==> config.mk <==
export PLATFORM = sky130hd
export DESIGN_NAME = bba_controller
export DESIGN_NICKNAME = d
export VERILOG_FILES = /design/src/rtl/core/bba_pkg.sv /design/src/rtl/core/bba_controller.sv
export SDC_FILE = /design/constraint.sdc
export NUM_CORES = 1
export LEC_CHECK = 0
export ABC_CLOCK_PERIOD_IN_PS = 1500
export BUFFER_PORTS_ARGS = -buffer_cell sky130_fd_sc_hd__clkbuf_2
export CAP_MARGIN = 20
export CORE_AREA = 2 2 39 41
export DETAILED_ROUTE_END_ITERATION = 12
export DIE_AREA = 0 0 41 43
export GPL_TIMING_DRIVEN = 0
export PLACE_DENSITY = 0.44
export SLEW_MARGIN = 20
export SYNTH_ARGS = -nofsm -noshare
export SYNTH_HDL_FRONTEND = slang
export SYNTH_SLANG_ARGS = --single-unit
==> constraint.sdc <==
create_clock -name clock -period 1.5 [get_ports clock]
set_input_delay 0 -clock clock [delete_from_list [all_inputs] [get_ports clock]]
set_output_delay 0 -clock clock [all_outputs]
set_load 0.1 [all_outputs]
==> src/rtl/core/bba_pkg.sv <==
// Package of the buddy block allocator: widths, defaults, FSM and command types.
// No dependencies.
package bba_pkg;

   localparam int unsigned MAX_ORDER_DEF = 20;
   localparam int unsigned MIN_ORDER_DEF = 4;

   localparam int unsigned SIZE_W      = 21;
   localparam int unsigned ADDR_OUT_W  = 20;
   localparam int unsigned ORDER_OUT_W = 5;

   typedef enum logic [2:0] {
      ST_IDLE,
      ST_SIZE,
      ST_SCAN,
      ST_LINK,
      ST_SPLIT,
      ST_GRANT,
      ST_REFUSE
   } bba_state_type;

   typedef struct packed {
      logic capture;
      logic init_scan;
      logic scan_step;
      logic pop;
      logic unlink;
      logic descend;
      logic split;
      logic load_grant;
      logic load_refuse;
   } bba_cmd_type;

   typedef struct packed {
      logic oversize;
      logic head_valid;
      logic at_top;
      logic at_want;
      logic out_free;
   } bba_status_type;

endpackage

==> src/rtl/core/bba_controller.sv <==
// Controller state machine of the buddy block allocator.
// Depends on bba_pkg; drives the commands of bba_datapath.
module bba_controller (
   input  logic                    clock,
   input  logic                    reset,
   input  logic                    req_valid,
   output logic                    req_ready,
   input  bba_pkg::bba_status_type status,
   output bba_pkg::bba_cmd_type    cmd
);
   import bba_pkg::*;

   bba_state_type state_ff, state_in;

   always_ff @(posedge clock) begin
      if (reset) begin
         state_ff <= ST_IDLE;
      end else begin
         state_ff <= state_in;
      end
   end

   always_comb begin
      state_in  = state_ff;
      cmd       = '0;
      req_ready = 1'b0;
      unique case (state_ff)
         ST_IDLE: begin
            req_ready = 1'b1;
            if (req_valid) begin
               cmd.capture = 1'b1;
               state_in    = ST_SIZE;
            end
         end
         ST_SIZE: begin
            if (status.oversize) begin
               state_in = ST_REFUSE;
            end else begin
               cmd.init_scan = 1'b1;
               state_in      = ST_SCAN;
            end
         end
         ST_SCAN: begin
            if (status.head_valid) begin
               cmd.pop  = 1'b1;
               state_in = ST_LINK;
            end else if (status.at_top) begin
               state_in = ST_REFUSE;
            end else begin
               cmd.scan_step = 1'b1;
            end
         end
         ST_LINK: begin
            cmd.unlink = 1'b1;
            if (status.at_want) begin
               state_in = ST_GRANT;
            end else begin
               cmd.descend = 1'b1;
               state_in    = ST_SPLIT;
            end
         end
         ST_SPLIT: begin
            cmd.split = 1'b1;
            if (status.at_want) begin
               state_in = ST_GRANT;
            end
         end
         ST_GRANT: begin
            if (status.out_free) begin
               cmd.load_grant = 1'b1;
               state_in       = ST_IDLE;
            end
         end
         ST_REFUSE: begin
            if (status.out_free) begin
               cmd.load_refuse = 1'b1;
               state_in        = ST_IDLE;
            end
         end
         default: begin
            state_in = ST_IDLE;
         end
      endcase
   end

endmodule

==> metrics.md, run 1 <==
| Metric | Value |
|---|---|
| Outcome | finished clean |
| YS warnings | 0 |
| DP Worst Slack | just over 0.2 ns |
| Post-Syn Instances | 41 |
| CTS tree | yes |
| Crit path max-delay family | buffers and inverters |
| GR Util All Layers | 11.0% |
| Die height | 43 um |
| Fin Hold WS | about 0.08 ns |
| Antenna Cells | 0 |
| Vias in the first global route | about 290 |
| Leakage Power | 0.233 nW |
| Power Dens Cells | approximately 2200 nW/um^2 |
| CP Data Required Time | 1.50 ns |
| # IOs | 18 |
| Post-Syn Nets | between 40 and 50 |
| Core area | 1380 um^2 |
| Number of antenna violations at the first check in global routing | 0 |
| Post-Synthesis Cell Area | slightly below 300 um^2 |
| Remaining DRCs | 0 |
| Post-synth EDFFs | 0 |
| Largest registers | state_ff x3 |
| Layout Skew | ~0.000044 ns |
| Max_cap viols | 0 |
| DR pass1 iterations | 4 |
| Crit end category | output port |
| Clock power frac | 11.0% |
| Max frequency | between 600 and 700 MHz |
| Setup bufs post-CTS | 0 |
| Die ar. | about 1800 um^2 |
| Reg2reg setup slack | 0.31 ns |
| Clk pin slew, worst setup/hold paths | approximately 0.03 ns |
| Crit start category | register |
| Syn avg cell area | approximately 7 um^2 |
| Via density | 4.58 |
| Largest Register | state_ff |
| Post-synthesis sequential area ratio | 20.3% |
| Worst path max stage delay | 0.41 ns |
| Fin crit period | about 1.4 ns |
| Clk Latency, worst-skew pair | around 0.23 ns |
| Routability Congestion | between 0.7 and 0.8 |
| Detailed-route via count | between 300 and 400 |
| CTS H-tree lvls | 1 |
| Setup Crit Path Kind | register to output port |
| Max-Slew Margin vs Limit | approximately 64% |
| Hold/Removal Path Class | primary input to register |
| RSZ-0062 raised after global routing | no |
| Main flop type after synthesis | dfxtp_1 |
| Root buffer cell | clkbuf_4 |
| Comb pwr share | approximately three quarters |
| Crit path cell chain | buf_6, nor3_4, and2_4, buf_2 |
| Top cell types by occurrence after synthesis | nand2_1 (4), nor3_1 (4) |
| Switching share of power | 60.6% |
| Buffers on Ports | 17 |
| GRT overflow | 0 |
| Final Cycle Share | between 90% and 100% |
| Routed WL | 857 um |
| CTS Sinks | 3 |
| P_int | around 0.00049 W |
| Final nets | 72 |
| Data arrival, critical path | 1.43 ns |
| Final slew viol count | 0 |
| Starting DRT DRC Count | 3 |
| Top post-synthesis cells by area | dfxtp_1 (20%), nor3_1 (6.8%), nor2b_1 (6.4%) |
| Worst-Margin Slew | about 0.55 ns |
| Crit-path max FO | 10 |
| Max reg flops | 3 |
| Area Overhead vs Synth | 93.2% |
| Row count | 14 |
| Antenna viol nets, final | 0 |
| Total CTS buffers | 3 |
| DR WL/cell | between 10 and 15 um |
| Area leader, netlist | dfxtp_1 |
| Reg power frac | roughly an eighth |
| Switch Pwr | 0.000751 W |
| Final setup viols | 0 |
| Synth top area share | between 20% and 30% |
| Die width | slightly above 40 um |
| Bufs on Longest Clock Path | 2 |
| Layout cell share with drive strength beyond 1 | 63.5% |
| Buf/Inv on CP | 2 |
| Register bit total from synthesis | 3 |
| Yosys cell types | 21 |
| First-pass GRT wire length | between 1000 and 1500 um |
| Initial Utilization | about a fifth |
| CP max stage cell | buf_2 |
| Peak supply drop | 0.747 mV |
| Largest net degree at the start of global routing | 11 |
| Util after Layout | roughly 41% |
| Final hold vios | 0 |
| Post-synth ARST share | 0% |
| Slack of the critical path | roughly 0.066 ns |
| HPWL after detailed placement | between 600 and 700 um |
## power groups by stage
| stage | Sequential (W) | Combinational (W) | Clock, W |
|---|---|---|---|
| 6_report | 0.000154 | 0.000949 | 0.000137 |
| 5_1_grt | 0.000159 | 0.00100 | 0.000152 |
| 4_1_cts | 0.000153 | 0.000956 | 0.000146 |
| 3_5_place_dp | 0.000155 | 0.000948 | 0 |
| 3_3_place_gp | 0.000157 | 0.000953 | 0 |
| 2_1_floorplan | 0.000145 | 0.000838 | 0 |
## tightest hold or removal path: cells and delay by family
family                 cells  cell delay [ns]
and+or+nand+nor            1             0.07
buffers and inverters      1             0.11
AOI/OAI and AO/OA          1             0.08
## layer usage
metal,GRT usage (%),wire [um],vias up
met4,6.00,0,0
li1,-,-,193
met3,3.14,46,0
met5,0,0,-
met1,16.1,413,157
met2,14.1,397,12
## timing repair
action	in CTS	in global routing
endpoints found under the setup margin	4	3
endpoints found under the hold margin	3	0
hold buffers	1	0
resized for setup	4	4
## final timing paths
check	from	endpoint	cells past startpoint
worst min register to register	state_ff[2]$_SDFFE_PP0P_	state_ff[0]$_SDFFE_PP0P_	3
worst min-delay path	status[4]	state_ff[2]$_SDFFE_PP0P_	3
worst max register to register	state_ff[1]$_SDFFE_PP0P_	state_ff[0]$_SDFFE_PP0P_	3
worst max-delay path	state_ff[1]$_SDFFE_PP0P_	cmd[8]	4
## layout by cell type (no fill, tap or decap)
cell type / synthesis / layout
dfxtp_2: 0 / 3
nand2_4: 0 / 1
nor2b_4: 0 / 1
inv_6: 0 / 1
nor3_2: 0 / 1
buf_6: 0 / 2
and3_4: 0 / 1
and2_4: 0 / 1
clkbuf_2: 0 / 10
a2bb2oi_1: 1 / 1
a221oi_2: 1 / 1
nand2b_1: 2 / 2
nor3_1: 4 / 1
a21oi_1: 2 / 2
o21ai_1: 2 / 2
buf_8: 0 / 1
nor3_4: 0 / 2
nor2b_1: 3 / 2
clkbuf_1: 0 / 1
nor2_2: 0 / 1
buf_2: 3 / 2
or3b_1: 1 / 1
clkbuf_4: 0 / 8
nand2_1: 4 / 3
dlygate4sd3_1: 0 / 1
nor4_4: 0 / 1
nor2_1: 3 / 2
o21ba_2: 1 / 1
mux2_1: 1 / 1
a21o_1: 1 / 1
a311oi_1: 2 / 2
nor3b_4: 0 / 2
and3_1: 2 / 1
## final cells by class
| class | count | area (um^2) |
|---|---|---|
| tap | 16 | 20.0 |
| buffer | 3 | 37.5 |
| clock buffer | 4 | 26.3 |
| fill | 157 | 813 |
| multi-input combinational | 34 | 307 |
| sequential | 3 | 63.8 |
| inverter | 1 | 8.76 |
| timing repair buffer | 18 | 108 |
## through the flow
| stage | std cells | cell area, um^2 | setup TNS [ns] | total power (W) |
|---|---|---|---|---|
| after CTS | 79 | 568 | 0 | 0.00126 |
| after global placement | 74 | 522 | 0 | 0.00111 |
| after floorplan | 41 | 417 | -0.556 | 0.000983 |
| after global routing | 79 | 571 | 0 | 0.00131 |
| final | 79 | 571 | 0 | 0.00124 |
| after detailed placement | 74 | 522 | 0 | 0.00110 |
## kinds of logic (layout without fill, tap and decap cells)
logic type      after synthesis  count (layout)  share of synthesized area (%)
mux                           1               1                           3.81
compound gates               10              10                           26.7
simple gates                 23              23                           42.8
flops                         3               3                           20.3
buf+inv                       4              26                           6.35
No activity file was read; power rests on OpenSTA's default activity.
==> run 2: changes to the inputs <==
Settings changed: ABC_CLOCK_PERIOD_IN_PS 1500 to 1600.
Clock period 1.5 ns to 1.6 ns, I/O delays scaled along.
==> run 2 against run 1 <==
Against the previous run: global-route usage is essentially flat; clock skew hardly changed; final area is 6.6% lower; total power down 10%; sequential share of layout area rose by 0.32 points; utilization is 2.7 points lower; die area unchanged; sequential power down 9.7%; setup slack improved by 0.023 ns; sequential cell count did not move; critical path type unchanged; largest power group unchanged.
==> metrics.md, run 2 (synthesis results as in run 1) <==
| Metric | Value |
|---|---|
| Layout Skew | roughly 0.00013 ns |
| DR pass1 iterations | 1 |
| Final slew viol count | 0 |
| Die height | between 40 and 50 um |
| Routability Congestion | about 0.66 |
| Clk Latency, worst-skew pair | between 0.2 and 0.25 ns |
| First-pass GRT wire length | roughly 1400 um |
| Fin crit period | 1.51 ns |
| CTS H-tree lvls | 1 |
| Row count | 14 |
| HPWL after detailed placement | about 650 um |
| Max reg flops | 3 |
| Final Cycle Share | between 90% and 100% |
| Buffers on Ports | 17 |
| Non-filler cells in the finished layout | between 70 and 80 |
| Remaining DRCs | 0 |
| CP Data Required Time | 1.60 ns |
| Leakage Power | 0.223 nW |
| Detailed-route via count | ~370 |
| Die width | between 40 and 50 um |
| Clk pin slew, worst setup/hold paths | about 0.040 ns |
| Antenna Cells | 0 |
| Max_cap viols | 0 |
| Crit start category | register |
| Data arrival, critical path | about 1.5 ns |
| CTS tree | yes |
| # IOs | 18 |
| Max-Slew Margin vs Limit | 64.2% |
| Max frequency | 662 MHz |
| Placed cell areas | roughly 500 um^2 |
| Most common cell after layout, fill and taps aside | clkbuf_2 |
| RSZ-0062 raised after global routing | no |
| Total CTS buffers | 3 |
| Area Overhead vs Synth | 80.5% |
| Vias in the first global route | between 300 and 400 |
| Setup bufs post-CTS | 0 |
| Outcome | finished clean |
| Crit end category | output port |
| Power Dens Cells | 2090 nW/um^2 |
| Die ar. | roughly 1800 um^2 |
| Antenna viol nets, final | 0 |
| Largest net degree at the start of global routing | 11 |
| CTS Sinks | 3 |
| Hold/Removal Path Class | primary input to register |
| Worst-Margin Slew | roughly 0.54 ns |
| Bufs on Longest Clock Path | 2 |
| Worst path max stage delay | between 0.4 and 0.5 ns |
| GRT overflow | 0 |
| Initial Utilization | a little over a fifth |
| Layout cell share with drive strength beyond 1 | approximately three fifths |
| Final hold vios | 0 |
| Via density | 4.65 |
| DR WL/cell | between 10 and 15 um |
| Core area | about 1400 um^2 |
| Largest Register | state_ff |
| Final nets | just over 70 |
| Final instance area | between 500 and 600 um^2 |
| Crit-path max FO | 10 |
| Buf/Inv on CP | 2 |
| TNS Setup | 0 ns |
| Root buffer cell | clkbuf_4 |
| Routed WL | 842 um |
| Starting DRT DRC Count | 0 |
| Crit path cell chain | buf_6, and3_2, nor2b_4, clkbuf_2 |
| Most frequent cells in the layout | clkbuf_2 (15), buf_6 (3), nand2_1 (3), clkbuf_4 (3) |
| Largest registers | state_ff x3 |
| GR Util All Layers | between 10% and 20% |
| Dpl cells | 74 |
| Crit path max-delay family | buffers and inverters |
| CP max stage cell | clkbuf_2 |
| Final setup viols | 0 |
| Peak supply drop | around 0.68 mV |
| Number of antenna violations at the first check in global routing | 0 |
| Setup Crit Path Kind | register to output port |
run 2: changes by cell type in the layout (fill, tap and decap cells not counted), moves of 2 or more:
cell / delta
clkbuf_2: +5
dfxtp_1: +2
clkbuf_4: -5
dfxtp_2: -2
run 2: worst min-delay path, cell delays in order:
cell	delay [ns]
clkbuf_2	0.11
nand2_1	0.07
a311oi_1	0.08
run 2: power by group:
group	switching (W)	total (W)	internal, W
registers	0.0000356	0.000139	0.000104
logic	0.000617	0.000843	0.000227
clock network	0.0000373	0.000131	0.0000933
run 2: path summary, 6_finish.rpt:
path                       startpoint                  endpoint  slack (ns)  depth (start not counted)
min reg2reg  state_ff[2]$_SDFFE_PP0P_  state_ff[0]$_SDFFE_PP0P_        0.63                          3
max          state_ff[1]$_SDFFE_PP0P_                    cmd[3]        0.09                          4
max reg2reg  state_ff[1]$_SDFFE_PP0P_  state_ff[0]$_SDFFE_PP0P_        0.42                          3
min                         status[4]  state_ff[2]$_SDFFE_PP0P_        0.09                          3
run 2: layer usage:
layer	vias up	GRT usage [%]	part of all wire, %
met1	163	15.5	50
li1	194	-	-
met5	-	0	0
met4	0	2.00	0
met2	10	15.6	46
met3	0	4.71	4.0
run 2: what timing repair did:
item,4_1_cts,5_1_grt
hold endpoints to repair,3,0
resized for setup,0,2
setup endpoints to repair,0,2
hold buffers,1,0
run 2: area by class of cell:
| cell class | count | area (um^2) |
|---|---|---|
| Timing Repair Buffer | 18 | 95.1 |
| Sequential cell | 3 | 61.3 |
| Tap cell | 16 | 20.0 |
| Buffer | 3 | 33.8 |
| Inverter | 1 | 6.26 |
| Multi-Input combinational cell | 34 | 290 |
| Fill cell | 157 | 851 |
| Clock buffer | 4 | 26.3 |
run 2: stage by stage:
step | worst slack, ns | total power (W) | util (%) | hold WS [ns]
after floorplan | -0.287 | 0.000875 | - | 0.0650
after global placement | 0.284 | 0.000998 | 35.9 | 0.209
after detailed placement | 0.301 | 0.000990 | 35.9 | 0.216
after CTS | 0.0475 | 0.00113 | 38.5 | 0.0843
after global routing | 0.00898 | 0.00118 | 38.5 | 0.0815
final | 0.0885 | 0.00111 | 38.5 | 0.0860
